**src/rtl/core/rsdfd_pkg.sv**
```systemverilog
// ----------------------------------------------------------------------------
// rsdfd_pkg
// shared constants and types for the run/skip/dump frame decoder
// ----------------------------------------------------------------------------
package rsdfd_pkg;

   localparam int OFFSET_BITS_DEFAULT = 16;

   localparam int FRAME_SIZE_W  = 17;
   localparam int DEST_OFFSET_W = 16;
   localparam int FILL_LENGTH_W = 14;
   localparam int PIXEL_W       = 8;
   localparam int SKIP_W        = 15;
   localparam int RSP_DATA_W    = 40;
   localparam int RSP_USER_W    = 2;

   localparam logic [FRAME_SIZE_W-1:0] FRAME_SIZE_RESET = 17'd64000;

   typedef enum logic [RSP_USER_W-1:0] {
      KIND_LITERAL = 2'd0,
      KIND_FILL    = 2'd1,
      KIND_END     = 2'd2
   } result_kind_type;

   localparam logic [7:0] OP_LONG        = 8'h80;
   localparam logic [7:0] OP_SHORT_RUN   = 8'h00;

endpackage

```
**src/rtl/core/run_skip_dump_frame_decoder.sv**
```systemverilog
// ----------------------------------------------------------------------------
// run_skip_dump_frame_decoder
// decodes run/skip/dump frame-delta bytes into byte writes, fills and end marks
// ----------------------------------------------------------------------------
// channel  dir  tdata                                   tuser
// req_     in   data_byte[7:0]                          frame_start
// rsp_     out  dest_offset, fill_length, pixel, flag   result_kind
// csr_     in   frame_size[16:0] on csr_wr_en           -
//
// one req byte per cycle sustained while rsp is not stalled; an accepted req byte
// passes the input register, then decodes into the result register
// synchronous active-high reset returns to opcode phase, offset zero,
// frame_size 64000
// a stalled rsp word holds and blocks decode; req stalls once rsp is stalled and the input
// register is full
// ----------------------------------------------------------------------------
module run_skip_dump_frame_decoder #(
   parameter int OFFSET_BITS = rsdfd_pkg::OFFSET_BITS_DEFAULT
) (
   input  logic                                 clock,
   input  logic                                 reset,
   input  logic                                 req_tvalid,
   output logic                                 req_tready,
   input  logic [7:0]                           req_tdata,   // data_byte
   input  logic                                 req_tuser,   // frame_start
   output logic                                 rsp_tvalid,
   input  logic                                 rsp_tready,
   // dest_offset[15:0], fill_length[29:16], pixel_value[37:30], beyond_frame[38]
   output logic [rsdfd_pkg::RSP_DATA_W-1:0]     rsp_tdata,
   output logic [rsdfd_pkg::RSP_USER_W-1:0]     rsp_tuser,   // result_kind
   input  logic                                 csr_wr_en,
   input  logic [rsdfd_pkg::FRAME_SIZE_W-1:0]   csr_wr_data  // frame_size
);

   localparam int OFF_W = OFFSET_BITS + 1;
   localparam int SUM_W = ((OFF_W > rsdfd_pkg::FRAME_SIZE_W) ? OFF_W
                                                             : rsdfd_pkg::FRAME_SIZE_W) + 1;
   localparam logic [SUM_W-1:0] OFF_LIMIT  = SUM_W'(1) << OFFSET_BITS;
   localparam logic [SUM_W-1:0] SHOWN_MAX  = SUM_W'(16'hFFFF);
   localparam int LEN_W = rsdfd_pkg::FILL_LENGTH_W;

   typedef enum logic [2:0] {
      PH_OPCODE    = 3'd0,
      PH_DUMP      = 3'd1,
      PH_RUN_COUNT = 3'd2,
      PH_RUN_PIXEL = 3'd3,
      PH_LONG_LO   = 3'd4,
      PH_LONG_HI   = 3'd5,
      PH_LONG_PIX  = 3'd6
   } phase_type;

   logic                                in_valid_ff;
   logic [7:0]                          in_byte_ff;
   logic                                in_start_ff;
   logic                                out_valid_ff;
   logic [rsdfd_pkg::RSP_DATA_W-1:0]    out_data_ff;
   logic [rsdfd_pkg::RSP_USER_W-1:0]    out_user_ff;
   phase_type                           phase_ff;
   logic [OFF_W-1:0]                    offset_ff;
   logic [LEN_W-1:0]                    pending_ff;
   logic [7:0]                          low_ff;
   logic [rsdfd_pkg::FRAME_SIZE_W-1:0]  frame_size_ff;

   phase_type                           phase_in;
   logic [OFF_W-1:0]                    offset_in;
   logic [LEN_W-1:0]                    pending_in;
   logic [7:0]                          low_in;
   logic [rsdfd_pkg::RSP_DATA_W-1:0]    out_data_in;

   logic                                out_free;
   logic                                do_step;
   phase_type                           cur_phase;
   logic [OFF_W-1:0]                    cur_off;
   logic [LEN_W-1:0]                    cur_pend;
   logic [7:0]                          cur_low;
   logic [15:0]                         word;
   logic [LEN_W-1:0]                    pend_dec;
   logic                                emit;
   rsdfd_pkg::result_kind_type          kind;
   logic [LEN_W-1:0]                    len;
   logic [7:0]                          pix;
   logic                                do_adv;
   logic                                clear_off;
   logic [rsdfd_pkg::SKIP_W-1:0]        adv_amt;
   logic [SUM_W-1:0]                    off_ext;
   logic [SUM_W-1:0]                    sum;
   logic [15:0]                         shown;
   logic                                beyond;

   assign out_free   = !out_valid_ff || rsp_tready;
   assign req_tready = !in_valid_ff || out_free;
   assign do_step    = in_valid_ff && out_free;
   assign rsp_tvalid = out_valid_ff;
   assign rsp_tdata  = out_data_ff;
   assign rsp_tuser  = out_user_ff;

   always_comb begin
      cur_phase = in_start_ff ? PH_OPCODE : phase_ff;
      cur_off   = in_start_ff ? '0 : offset_ff;
      cur_pend  = in_start_ff ? '0 : pending_ff;
      cur_low   = in_start_ff ? '0 : low_ff;
      word      = {in_byte_ff, cur_low};
      pend_dec  = cur_pend - LEN_W'(1);

      phase_in   = cur_phase;
      pending_in = cur_pend;
      low_in     = cur_low;
      emit       = 1'b0;
      kind       = rsdfd_pkg::KIND_LITERAL;
      len        = '0;
      pix        = '0;
      do_adv     = 1'b0;
      clear_off  = 1'b0;
      adv_amt    = '0;

      case (cur_phase)
         PH_DUMP: begin
            pending_in = pend_dec;
            if (pend_dec == '0) phase_in = PH_OPCODE;
            emit    = 1'b1;
            kind    = rsdfd_pkg::KIND_LITERAL;
            len     = LEN_W'(1);
            pix     = in_byte_ff;
            do_adv  = 1'b1;
            adv_amt = rsdfd_pkg::SKIP_W'(1);
         end
         PH_RUN_COUNT: begin
            pending_in = LEN_W'(in_byte_ff);
            phase_in   = PH_RUN_PIXEL;
         end
         PH_RUN_PIXEL, PH_LONG_PIX: begin
            phase_in = PH_OPCODE;
            if (cur_pend != '0) begin
               pending_in = '0;
               emit       = 1'b1;
               kind       = rsdfd_pkg::KIND_FILL;
               len        = cur_pend;
               pix        = in_byte_ff;
               do_adv     = 1'b1;
               adv_amt    = rsdfd_pkg::SKIP_W'(cur_pend);
            end
         end
         PH_LONG_LO: begin
            low_in   = in_byte_ff;
            phase_in = PH_LONG_HI;
         end
         PH_LONG_HI: begin
            phase_in = PH_OPCODE;
            if (word == '0) begin
               emit      = 1'b1;
               kind      = rsdfd_pkg::KIND_END;
               clear_off = 1'b1;
            end else if (!word[15]) begin
               do_adv  = 1'b1;
               adv_amt = word[14:0];
            end else if (word[14]) begin
               pending_in = word[13:0];
               phase_in   = PH_LONG_PIX;
            end else if (word[13:0] != '0) begin
               pending_in = word[13:0];
               phase_in   = PH_DUMP;
            end
         end
         default: begin
            phase_in = PH_OPCODE;
            if (in_byte_ff == rsdfd_pkg::OP_SHORT_RUN) begin
               phase_in = PH_RUN_COUNT;
            end else if (!in_byte_ff[7]) begin
               pending_in = LEN_W'(in_byte_ff);
               phase_in   = PH_DUMP;
            end else if (in_byte_ff == rsdfd_pkg::OP_LONG) begin
               phase_in = PH_LONG_LO;
            end else begin
               do_adv  = 1'b1;
               adv_amt = rsdfd_pkg::SKIP_W'(in_byte_ff[6:0]);
            end
         end
      endcase

      off_ext = SUM_W'(cur_off);
      sum     = off_ext + SUM_W'(adv_amt);
      shown   = (off_ext > SHOWN_MAX) ? 16'hFFFF : off_ext[15:0];
      beyond  = (kind != rsdfd_pkg::KIND_END) && (sum > SUM_W'(frame_size_ff));

      if (clear_off) offset_in = '0;
      else if (do_adv) offset_in = (sum > OFF_LIMIT) ? OFF_W'(OFF_LIMIT) : OFF_W'(sum);
      else offset_in = cur_off;

      out_data_in = {1'b0, beyond, pix, len, shown};
   end

   always_ff @(posedge clock) begin
      if (reset) begin
         in_valid_ff   <= 1'b0;
         out_valid_ff  <= 1'b0;
         phase_ff      <= PH_OPCODE;
         offset_ff     <= '0;
         pending_ff    <= '0;
         low_ff        <= '0;
         frame_size_ff <= rsdfd_pkg::FRAME_SIZE_RESET;
      end else begin
         if (csr_wr_en) frame_size_ff <= csr_wr_data;
         if (req_tready) in_valid_ff <= req_tvalid;
         if (out_free) out_valid_ff <= do_step && emit;
         if (do_step) begin
            phase_ff   <= phase_in;
            offset_ff  <= offset_in;
            pending_ff <= pending_in;
            low_ff     <= low_in;
         end
      end
      if (req_tvalid && req_tready) begin
         in_byte_ff  <= req_tdata;
         in_start_ff <= req_tuser;
      end
      if (do_step && emit) begin
         out_data_ff <= out_data_in;
         out_user_ff <= kind;
      end
   end

endmodule

```
**config.mk**
```make
export PLATFORM = sky130hd
export DESIGN_NAME = run_skip_dump_frame_decoder
export DESIGN_NICKNAME = d
export VERILOG_FILES = /design/src/rtl/core/rsdfd_pkg.sv /design/src/rtl/core/run_skip_dump_frame_decoder.sv
export SDC_FILE = /design/constraint.sdc
export NUM_CORES = 1
export LEC_CHECK = 0
export BUFFER_PORTS_ARGS = -buffer_cell sky130_fd_sc_hd__buf_2
export CORE_MARGIN = 2
export CORE_UTILIZATION = 35
export CTS_CLUSTER_SIZE = 28
export DETAILED_ROUTE_END_ITERATION = 6
export GPL_TIMING_DRIVEN = 0
export PLACE_DENSITY = 0.5
export SKIP_LAST_GASP = 1
export SLEW_MARGIN = 40
export SYNTH_ARGS = -nofsm -noshare
export SYNTH_HDL_FRONTEND = slang
export SYNTH_SLANG_ARGS = --single-unit
```
**constraint.sdc**
```tcl
create_clock -name clock -period 10.12 [get_ports clock]
set_clock_uncertainty 0.1 [all_clocks]
set_input_delay 0.506 -clock clock [delete_from_list [all_inputs] [get_ports clock]]
set_output_delay 0.506 -clock clock [all_outputs]
set_load 0.01 [all_outputs]
```
==> summary.log, run 1 <==
[setup_path] first element of the critical path in_start_ff
[power_and_ir_drop] PwrDens 140 mW/mm^2
[power_and_ir_drop] Max VDD drop 0.0895 mV
[cts] total clock buffers created by CTS 9
[synth] share of synthesized flip-flops with an asynchronous set or reset 0%
[global_routing] pin count of the biggest net entering global routing 42
[setup_path] register-to-register setup slack 2.95 ns
[route] via density per instance 5.63
[setup_path] beginning of the worst register-to-register path in_start_ff
[synth] synthesis-stage register bit count 111
[synth] adder-cell share of the synthesized area 6.78%
[setup_path] Setup crit end kind flip-flop
[die] DIE HEIGHT 141 um
[cells_and_area] number of antenna cells inserted 0
[placement] sum of net half-perimeters after detailed placement 16200 um
[worst_hold_path] worst min path class input port to flip-flop
[setup_path] Worst R2R Path Depth 24
[setup_path] critical path peak fanout 10
[synth] share of synthesized area spent on multiplexers 2.32%
[cells_and_area] ratio of cells with drive above 1 in the final layout 14.5%
[setup_path] largest stage delay on the critical path 0.50 ns
[global_routing] Global Route met1 Usage 32.3%
[cts] buffers inserted during post-CTS setup optimization 0
[cts] number of buffers inserted by hold repair at cts 0
[timing] worst slew pin tran 0.692 ns
[timing] setup TNS 0 ns
[setup_path] crit path kind flip-flop to flip-flop
[global_routing] busiest metal layer after global routing met1
[cts] clock tree from TritonCTS done
[timing] worst hold slack after final layout 0.208 ns
[global_routing] global-route wire length before repair 32700 um
[cells_and_area] Synth-to-Final Area Change 15.5%
[setup_path] Crit-path slowest cell clkbuf_1
[timing] unrepaired setup endpoints after global routing false
[cts] Sink Count 111
[setup_path] worst endpoint data arrival time 7.17 ns
[synth] largest family of logic cells by synthesized area compound AO/OA/AOI/OAI gates
[route] drt pass-1 iters 5
[die] core area 0.0186 mm^2
[cells_and_area] layout net count 873
[synth] part of the Yosys area used for sequential elements 41.4%
[die] die span in x 141 um
[timing] relative max-transition margin 53.9%
[die] count of pins on the block boundary 75
[cts] number of levels in the clock H-tree 3
[run] number of max-capacitance violations reported 0
[synth] compound-gate portion of the synthesized area 21.7%
[synth] number of instances in the synthesized netlist 725
[global_routing] Remaining Overflow, GRT 0
[worst_hold_path] hold-critical path endpoint in_byte_ff[0]
[status] outcome complete, no violations
[cts] clk buf depth 2
[cts] Clk pin slew, worst setup/hold paths 0.08 ns
[route] total number of vias 5887
[placement] number of input and output port buffers inserted 71
[route] mean routed wirelength per cell 20.3 um
[timing] time the final worst path needs with I/O delays and setup 7.17 ns
[placement] global placer's final weighted congestion 0.946
[die] row count 50
[setup_path] launching element type of the critical path flip-flop
[die] die area 0.0199 mm^2
[worst_hold_path] Cells on Worst Hold Path 1
[global_routing] global-route track usage on met3 3.60%
[global_routing] met2 layer usage reported by global route 31.2%
[synth] count of unique library cells instantiated by Yosys 76
[setup_path] data required time at the worst endpoint 10.12 ns
[synth] area share of xor/xnor cells in the synthesized design 3.07%
[route] DRC violation count after routing 0
[synth] syn_nets 791
[worst_hold_path] Worst Min Path Start req_tdata[0]
[setup_path] worst path cell trace buf_2, clkbuf_1, inv_1, clkbuf_1, nand2_1, ha_1, nand4_1, nand2_1, o21ai_0, a221o_1, ha_1, inv_1, fa_1, nor2b_1, o31a_1, or3_1, a41oi_1, o21ai_0, o211a_1, ha_1, a2111oi_0, o21ai_0, o21ai_0, a21oi_1
[synth] average size of a mapped cell 9.06 um^2
[route] 1st-iter DRT viols 477
[timing] max-slew violations 0
[route] Routed Wire Length 21300 um
[synth] yosys warns 0
[timing] max frequency 0.139 GHz
[synth] simple logic cell fraction of the synthesized area 19.6%
[route] ANT nets after route 0
[synth] Netlist Area Pre-Place 0.00657 mm^2
[die] Initial Util 35.4%
[timing] share of the clock period used by the worst path 70.9%
[power_and_ir_drop] post-layout power 1.07 mW
[power_and_ir_drop] Leakage 3.12 nW
[setup_path] CP most frequent cell o21ai_0
[timing] Finish-stage setup viols 0
[cells_and_area] Filler cells 1909
[setup_path] Reg-to-Reg End rsp_tdata[38]
[synth] Post-synth EDFFs 50
[global_routing] number of antenna violations at the first check in global routing 0
[global_routing] combined global-route utilization of all metal layers 21.6%
[cts] buffer type at the clock tree root clkbuf_16
[timing] final hold violations 0
[cts] worst skew pair latency 0.37 ns
[synth] ys flop type dfxtp_1
[cts] count of instances resized after the clock tree is built 0
[global_routing] vias in the first global route 5534
## routing by layer
metal | up-vias | routed length (um)
met5 | - | 0
met4 | 0 | 481
met2 | 263 | 8790
li1 | 2812 | -
met3 | 37 | 1450
met1 | 2775 | 10600
## worst max path at each step
stage	endpoint	slack, ns	cells past startpoint
4_1_cts	rsp_tdata[38]	3.09	24
5_1_grt	rsp_tdata[38]	2.66	24
3_3_place_gp	rsp_tdata[38]	3.09	24
2_1_floorplan	rsp_tdata[38]	4.95	26
6_report	rsp_tdata[38]	2.95	24
3_5_place_dp	rsp_tdata[38]	3.15	24
## metrics by stage
step           area [um^2]  util (%)  worst slack (ns)  cells
2_1_floorplan         6570         -              4.95    725
3_3_place_gp          7220      38.9              3.09   1030
3_5_place_dp          7230      38.9              3.15   1030
4_1_cts               7580      40.8              3.09   1046
5_1_grt               7590      40.8              2.66   1046
6_report              7590      40.8              2.95   1046
## sequential cells by signal, summed over array words and instances (netlist names)
signal	flops
rsp_tvalid	1
phase_ff	3
low_ff	8
in_valid_ff	1
in_start_ff	1
rsp_tdata	39
rsp_tuser	2
in_byte_ff	8
pending_ff	14
frame_size_ff	17
offset_ff	17
## synthesized netlist by cell type (5+ instances only)
cell type	instances	area share [%]
and2_1	13	1.2
a22oi_1	10	1.1
a22o_1	14	1.9
nand2_1	44	2.5
a2111oi_0	5	0.67
a21o_1	17	1.9
o21ai_0	36	2.7
nor2b_1	23	2.2
a221o_1	8	1.2
and3_1	9	0.86
mux2i_1	13	2.0
nand4_1	5	0.48
a31oi_1	5	0.48
ha_1	34	6.5
nor3_1	20	1.5
o21ai_1	6	0.46
xor2_1	9	1.2
inv_1	38	2.2
xnor2_1	14	1.9
o211ai_1	11	1.3
nor2_1	91	5.2
a21oi_1	43	3.3
nor4_1	9	0.86
o31ai_1	5	0.57
nand3_1	11	0.84
o21a_1	8	0.91
dfxtp_1	61	19
buf_2	8	0.61
clkbuf_1	26	1.5
edfxtp_1	50	23
a211oi_1	6	0.69
## cell type report
type	instances	area, um^2	share of cell area [%]
timing repair buffer	71	355	4.68
inverter	40	153	2.01
buffer	41	183	2.41
clock buffer	9	225	2.97
clock inverter	7	129	1.70
tap	234	293	3.86
multi-input combinational	533	3530	46.5
sequential	111	2720	35.9
## cell families (layout without fill, tap and decap cells)
logic type	after synthesis	count (layout)
flops	111	111
compound gates	207	207
simple gates	252	252
fa+ha+maj	35	35
buf+inv	81	168
other cells	1	1
xor+xnor	23	23
mux	15	15
## placed cells by master, fill, tap and decap left out, types with 10 or more instances in the layout
cell type / instances
a21o_1: 17
a21oi_1: 43
a22o_1: 14
a22oi_1: 10
and2_1: 13
buf_2: 79
clkbuf_1: 26
dfxtp_1: 61
edfxtp_1: 50
ha_1: 34
inv_1: 37
mux2i_1: 13
nand2_1: 44
nand3_1: 11
nor2_1: 91
nor2b_1: 23
nor3_1: 19
o211ai_1: 11
o21ai_0: 36
xnor2_1: 14
## power by group
part	internal [mW]	switching (mW)
Combinational	0.0529	0.0956
Sequential	0.478	0.0141
Clock	0.246	0.180
Total	0.776	0.289
## worst max-delay path, delay by kind of cell (launching register included)
family	cells	cell delay, ns
AO/OA/AOI/OAI	10	2.79
adder cells (fa/ha/maj)	4	0.92
buffers and inverters	5	1.56
flip-flops	1	0.35
AND/OR/NAND/NOR	5	1.16
Power figures use the tool's default switching activity.
==> run 2: changes to the inputs <==
Settings changed: PLACE_DENSITY 0.5 to 0.52.
Clock period 10.12 ns to 6.4 ns, I/O delays scaled along.
==> run 2 against run 1 <==
  * Maximum frequency increased by 17%
  * Largest power group unchanged
  * Flip-flop and latch count is the same
  * Total power increased by 50%
==> summary.log, run 2 (synthesis gave the netlist of run 1 again) <==
[die] row count 50
[cts] worst skew pair latency 0.37 ns
[timing] unrepaired setup endpoints after global routing false
[route] drt pass-1 iters 6
[run] number of max-capacitance violations reported 0
[placement] sum of net half-perimeters after detailed placement 16300 um
[cts] Clk pin slew, worst setup/hold paths 0.08 ns
[route] 1st-iter DRT viols 692
[global_routing] pin count of the biggest net entering global routing 39
[route] mean routed wirelength per cell 20.5 um
[timing] Finish-stage setup viols 0
[die] die area 0.0199 mm^2
[cells_and_area] final design area excluding fillers 0.00758 mm^2
[placement] number of input and output port buffers inserted 71
[timing] worst slew pin tran 0.819 ns
[placement] area post-placement 0.00725 mm^2
[setup_path] register-to-register setup slack 0.28 ns
[cells_and_area] most common cell after layout, fill and taps aside nor2_1
[cts] total clock buffers created by CTS 9
[global_routing] number of antenna violations at the first check in global routing 0
[placement] setup slack at placement -0.725 ns
[global_routing] vias in the first global route 5678
[setup_path] Setup crit end kind flip-flop
[timing] max frequency 0.163 GHz
[setup_path] Crit-path slowest cell edfxtp_1
[cells_and_area] Synth-to-Final Area Change 15.3%
[setup_path] crit path kind flip-flop to flip-flop
[setup_path] largest stage delay on the critical path 0.42 ns
[global_routing] combined global-route utilization of all metal layers 21.8%
[setup_path] critical path peak fanout 19
[setup_path] launching element type of the critical path flip-flop
[die] DIE HEIGHT 141 um
[worst_hold_path] Cells on Worst Hold Path 1
[timing] share of the clock period used by the worst path 95.6%
[power_and_ir_drop] PwrDens 211 mW/mm^2
[die] core area 0.0186 mm^2
[global_routing] Remaining Overflow, GRT 0
[setup_path] data required time at the worst endpoint 6.40 ns
[route] ANT nets after route 0
[cts] buffer type at the clock tree root clkbuf_16
[setup_path] worst path cell trace buf_4, clkinvlp_4, nand2_1, ha_1, nand4_1, nand2_2, o21ai_0, a221o_1, ha_1, inv_1, fa_1, nor2b_1, o31a_1, or3_1, a41oi_1, o21ai_0, o211a_1, ha_1, a2111oi_0, o21ai_0, o21ai_0, a21oi_1
[setup_path] Crit. path cell count 22
[setup_path] worst endpoint data arrival time 6.12 ns
[timing] max-slew violations 0
[power_and_ir_drop] Leakage 3.11 nW
[placement] global placer's final weighted congestion 0.884
[die] die span in x 141 um
[cts] Sink Count 111
[worst_hold_path] worst min path class input port to flip-flop
[timing] time the final worst path needs with I/O delays and setup 6.12 ns
[cts] number of levels in the clock H-tree 3
[timing] relative max-transition margin 45.4%
[route] Routed Wire Length 21500 um
[die] count of pins on the block boundary 75
[power_and_ir_drop] Max VDD drop 0.136 mV
[route] via density per instance 5.69
[cells_and_area] number of flip-flops in the largest register 39
[route] total number of vias 5973
[setup_path] critical path buffer and inverter count 3
[die] Initial Util 35.4%
[cells_and_area] ratio of cells with drive above 1 in the final layout 15.0%
[setup_path] Worst R2R Path Depth 22
[timing] worst path setup slack after routing 0.281 ns
[route] DRC violation count after routing 0
[status] outcome complete, no violations
[cts] clk buf depth 2
[cells_and_area] Filler cells 1897
[global_routing] global-route wire length before repair 32900 um
[timing] final hold violations 0
[cells_and_area] top library cells by usage in the layout, fill and taps aside nor2_1, buf_2, dfxtp_1
[cts] clock tree from TritonCTS done
[setup_path] CP most frequent cell o21ai_0
[setup_path] cell type group with the largest total delay on the critical path compound AO/OA/AOI/OAI gates
[cells_and_area] layout net count 875
## run 2: worst paths after layout
check | start | end
worst max-delay path | in_start_ff | rsp_tdata[38]
worst min-delay path | req_tdata[0] | in_byte_ff[0]
worst max register to register | in_start_ff | rsp_tdata[38]
worst min register to register | frame_size_ff[15] | frame_size_ff[15]
## run 2: layer usage
metal	routed length (um)	GRT usage (%)	share of wire, %
met1	10600	32.8	49
met2	8970	31.7	42
met3	1490	3.50	6.9
met4	484	7.32	2.3
met5	0	0	0
## run 2: power breakdown
part	switching, mW	leakage, nW	total, mW	internal, mW
clock	0.263	0.152	0.584	0.321
combinational	0.150	2.02	0.236	0.0852
sequential	0.0243	0.945	0.780	0.755
total	0.438	3.11	1.60	1.16
## run 2: repair_timing
item	CTS	global route
endpoints found under the setup margin	1	1
pin swaps	0	0
hold endpoints to repair	0	0
gates cloned	0	0
resized for setup	1	2
hold buffers	0	0
buffers inserted	0	3
## run 2: worst reg2reg max path: stages, from the launching register on
cell and delay [ns]:
edfxtp_1 0.42, buf_4 0.31, clkinvlp_4 0.20, nand2_1 0.17, ha_1 0.25, nand4_1 0.19, nand2_2 0.23, o21ai_0 0.27
a221o_1 0.35, ha_1 0.21, inv_1 0.07, fa_1 0.23, nor2b_1 0.08, o31a_1 0.30, or3_1 0.38, a41oi_1 0.38
o21ai_0 0.15, o211a_1 0.29, ha_1 0.31, a2111oi_0 0.38, o21ai_0 0.15, o21ai_0 0.31, a21oi_1 0.14
## run 2: per-stage QoR
stage	instances	setup TNS [ns]	util [%]	hold WS, ns	power, mW
after floorplan	725	0	-	0.319	0.945
after global placement	1030	-0.820	38.9	0.378	1.02
after global routing	1048	0	40.8	0.0330	1.66
after CTS	1045	0	40.6	0.0235	1.60
after detailed placement	1031	-0.725	39.0	0.385	1.02
final	1049	0	40.8	0.0300	1.60
## run 2: layout make-up
cell class | count | area (um^2) | share of cell area (%)
multi-input combinational | 533 | 3520 | 46.5
sequential | 111 | 2720 | 35.9
timing repair buffer | 75 | 398 | 5.25
clock buffer | 15 | 299 | 3.95
tap | 234 | 293 | 3.86
buffer | 39 | 178 | 2.34
inverter | 40 | 156 | 2.06
clock inverter | 1 | 6.26 | 0.0825
antenna | 1 | 2.50 | 0.0330
==> run 3: changes to the inputs <==
Settings changed: MAX_ROUTING_LAYER set to met4.
==> run 3 against run 2 <==
  * Combinational power hardly changed
  * Critical endpoint unchanged
  * Routed wire length is 2.0% higher
  * Die area stayed put
  * Non-clock buffer count is 1 lower
  * Critical path depth is 3 lower
  * Maximum frequency is 3.0% higher
==> summary.log, run 3 (synthesis gave the netlist of run 1 again) <==
[status] outcome complete, no violations
[route] 1st-iter DRT viols 549
[power_and_ir_drop] part of the total power dissipated in combinational logic 14.8%
[power_and_ir_drop] internal power 1.16 mW
[global_routing] number of antenna violations at the first check in global routing 0
[cells_and_area] number of flip-flops in the largest register 39
[timing] Finish-stage setup viols 0
[cts] Sink Count 111
[power_and_ir_drop] Leakage 3.11 nW
[timing] worst path setup slack after routing 0.457 ns
[cts] buffer type at the clock tree root clkbuf_16
[timing] max frequency 0.168 GHz
[setup_path] data required time at the worst endpoint 6.39 ns
[cts] Clk pin slew, worst setup/hold paths 0.08 ns
[cts] number of buffers inserted by hold repair at cts 0
[die] die area 0.0199 mm^2
[power_and_ir_drop] post-layout power 1.61 mW
[route] drt pass-1 iters 5
[power_and_ir_drop] clock share of power 36.9%
[cts] number of levels in the clock H-tree 3
[route] ANT nets after route 0
[setup_path] crit path kind flip-flop to flip-flop
[cells_and_area] final core utilization 40.7%
[cells_and_area] layout net count 874
[worst_hold_path] worst min path class input port to flip-flop
[cells_and_area] top library cells by usage in the layout, fill and taps aside nor2_1, buf_2, dfxtp_1
[timing] final hold violations 0
[setup_path] worst endpoint data arrival time 5.94 ns
[placement] sum of net half-perimeters after detailed placement 16700 um
[cts] total clock buffers created by CTS 9
[cells_and_area] most common cell after layout, fill and taps aside nor2_1
[timing] share of the clock period used by the worst path 92.9%
[global_routing] combined global-route utilization of all metal layers 23.1%
[cells_and_area] Synth-to-Final Area Change 15.1%
[timing] max-slew violations 0
[power_and_ir_drop] power spent charging and discharging nets 444 uW
[placement] number of input and output port buffers inserted 71
[global_routing] pin count of the biggest net entering global routing 42
[cells_and_area] final std cells w/o fill 1047
[timing] worst slew pin tran 0.847 ns
[timing] unrepaired setup endpoints after global routing false
[die] core area 0.0186 mm^2
[power_and_ir_drop] switching share of power 27.6%
[timing] relative max-transition margin 42.7%
[die] die span in x 141 um
[setup_path] launching element type of the critical path flip-flop
[route] Routed Wire Length 21900 um
[cells_and_area] number of antenna cells inserted 0
[cells_and_area] Filler cells 1886
[power_and_ir_drop] sequential share of power 48.3%
[route] mean routed wirelength per cell 20.9 um
[route] total number of vias 5944
[route] via density per instance 5.68
[die] Initial Util 35.4%
[setup_path] Setup crit end kind flip-flop
[timing] worst hold slack after final layout 0.0266 ns
[global_routing] Remaining Overflow, GRT 0
[route] DRC violation count after routing 0
[setup_path] critical path peak fanout 10
[power_and_ir_drop] Max VDD drop 0.132 mV
[die] count of pins on the block boundary 75
[placement] global placer's final weighted congestion 0.942
[global_routing] vias in the first global route 5643
[placement] total placed cells including tap cells 1030
[cts] clk buf depth 2
[global_routing] global-route wire length before repair 33800 um
[die] DIE HEIGHT 141 um
[cts] clock tree from TritonCTS done
[run] number of max-capacitance violations reported 0
[timing] time the final worst path needs with I/O delays and setup 5.94 ns
[cells_and_area] ratio of cells with drive above 1 in the final layout 14.9%
[cts] worst skew pair latency 0.36 ns
[placement] setup slack at placement -0.659 ns
[power_and_ir_drop] PwrDens 213 mW/mm^2
[die] row count 50
## run 3: through the flow
| stage | setup TNS, ns | area [um^2] |
|---|---|---|
| after global routing | 0 | 7570 |
| after floorplan | 0 | 6570 |
| after detailed placement | -0.659 | 7230 |
| after global placement | -0.717 | 7220 |
| after CTS | 0 | 7530 |
| final | 0 | 7570 |
## run 3: power groups by stage
| stage | Clock (mW) | Sequential, mW | Combinational (mW) |
|---|---|---|---|
| 2_1_floorplan | 0 | 0.783 | 0.162 |
| 3_3_place_gp | 0 | 0.793 | 0.231 |
| 3_5_place_dp | 0 | 0.794 | 0.232 |
| 4_1_cts | 0.600 | 0.777 | 0.232 |
| 5_1_grt | 0.633 | 0.779 | 0.261 |
| 6_report | 0.593 | 0.777 | 0.238 |
## run 3: metal layers
metal / GRT usage [%] / routed length, um
met4: 6.63 / 435
met2: 32.8 / 9270
met5: - / 0
met3: 3.84 / 1500
met1: 33.8 / 10700
## run 3: critical path, cell delays in order (launching register included)
cell	delay [ns]
edfxtp_1	0.60
nor4_2	0.43
nand3_1	0.28
o21a_1	0.29
clkbuf_1	0.27
a221o_1	0.41
ha_1	0.21
inv_1	0.08
fa_1	0.22
nor2b_1	0.07
o31a_1	0.29
or3_1	0.40
a41oi_2	0.29
o21ai_0	0.14
o211a_1	0.29
ha_1	0.31
a2111oi_0	0.36
o21ai_0	0.15
o21ai_0	0.31
a21oi_1	0.16
## run 3: final timing paths
check                         start           endpoint  slack [ns]  cells past startpoint
setup / recovery      in_byte_ff[3]      rsp_tdata[38]        0.46                     19
hold / removal         req_tdata[5]      in_byte_ff[5]        0.03                      1
setup reg to reg      in_byte_ff[3]      rsp_tdata[38]        0.46                     19
hold reg to reg   frame_size_ff[12]  frame_size_ff[12]        0.39                      2
## run 3: cell type report
| cell class | instances | area, um^2 | share of cell area (%) |
|---|---|---|---|
| Clock buffer | 15 | 300 | 3.97 |
| Sequential cell | 111 | 2720 | 36.0 |
| Multi-Input combinational cell | 533 | 3530 | 46.6 |
| Tap cell | 234 | 293 | 3.87 |
| Clock inverter | 1 | 8.76 | 0.116 |
| Timing Repair Buffer | 74 | 378 | 4.99 |
| Inverter | 40 | 156 | 2.07 |
| Buffer | 39 | 179 | 2.36 |
## run 3: what timing repair did
| action | in CTS | in global routing |
|---|---|---|
| buffers inserted | 0 | 3 |
| gates resized for setup | 2 | 4 |
| endpoints found under the setup margin | 1 | 1 |
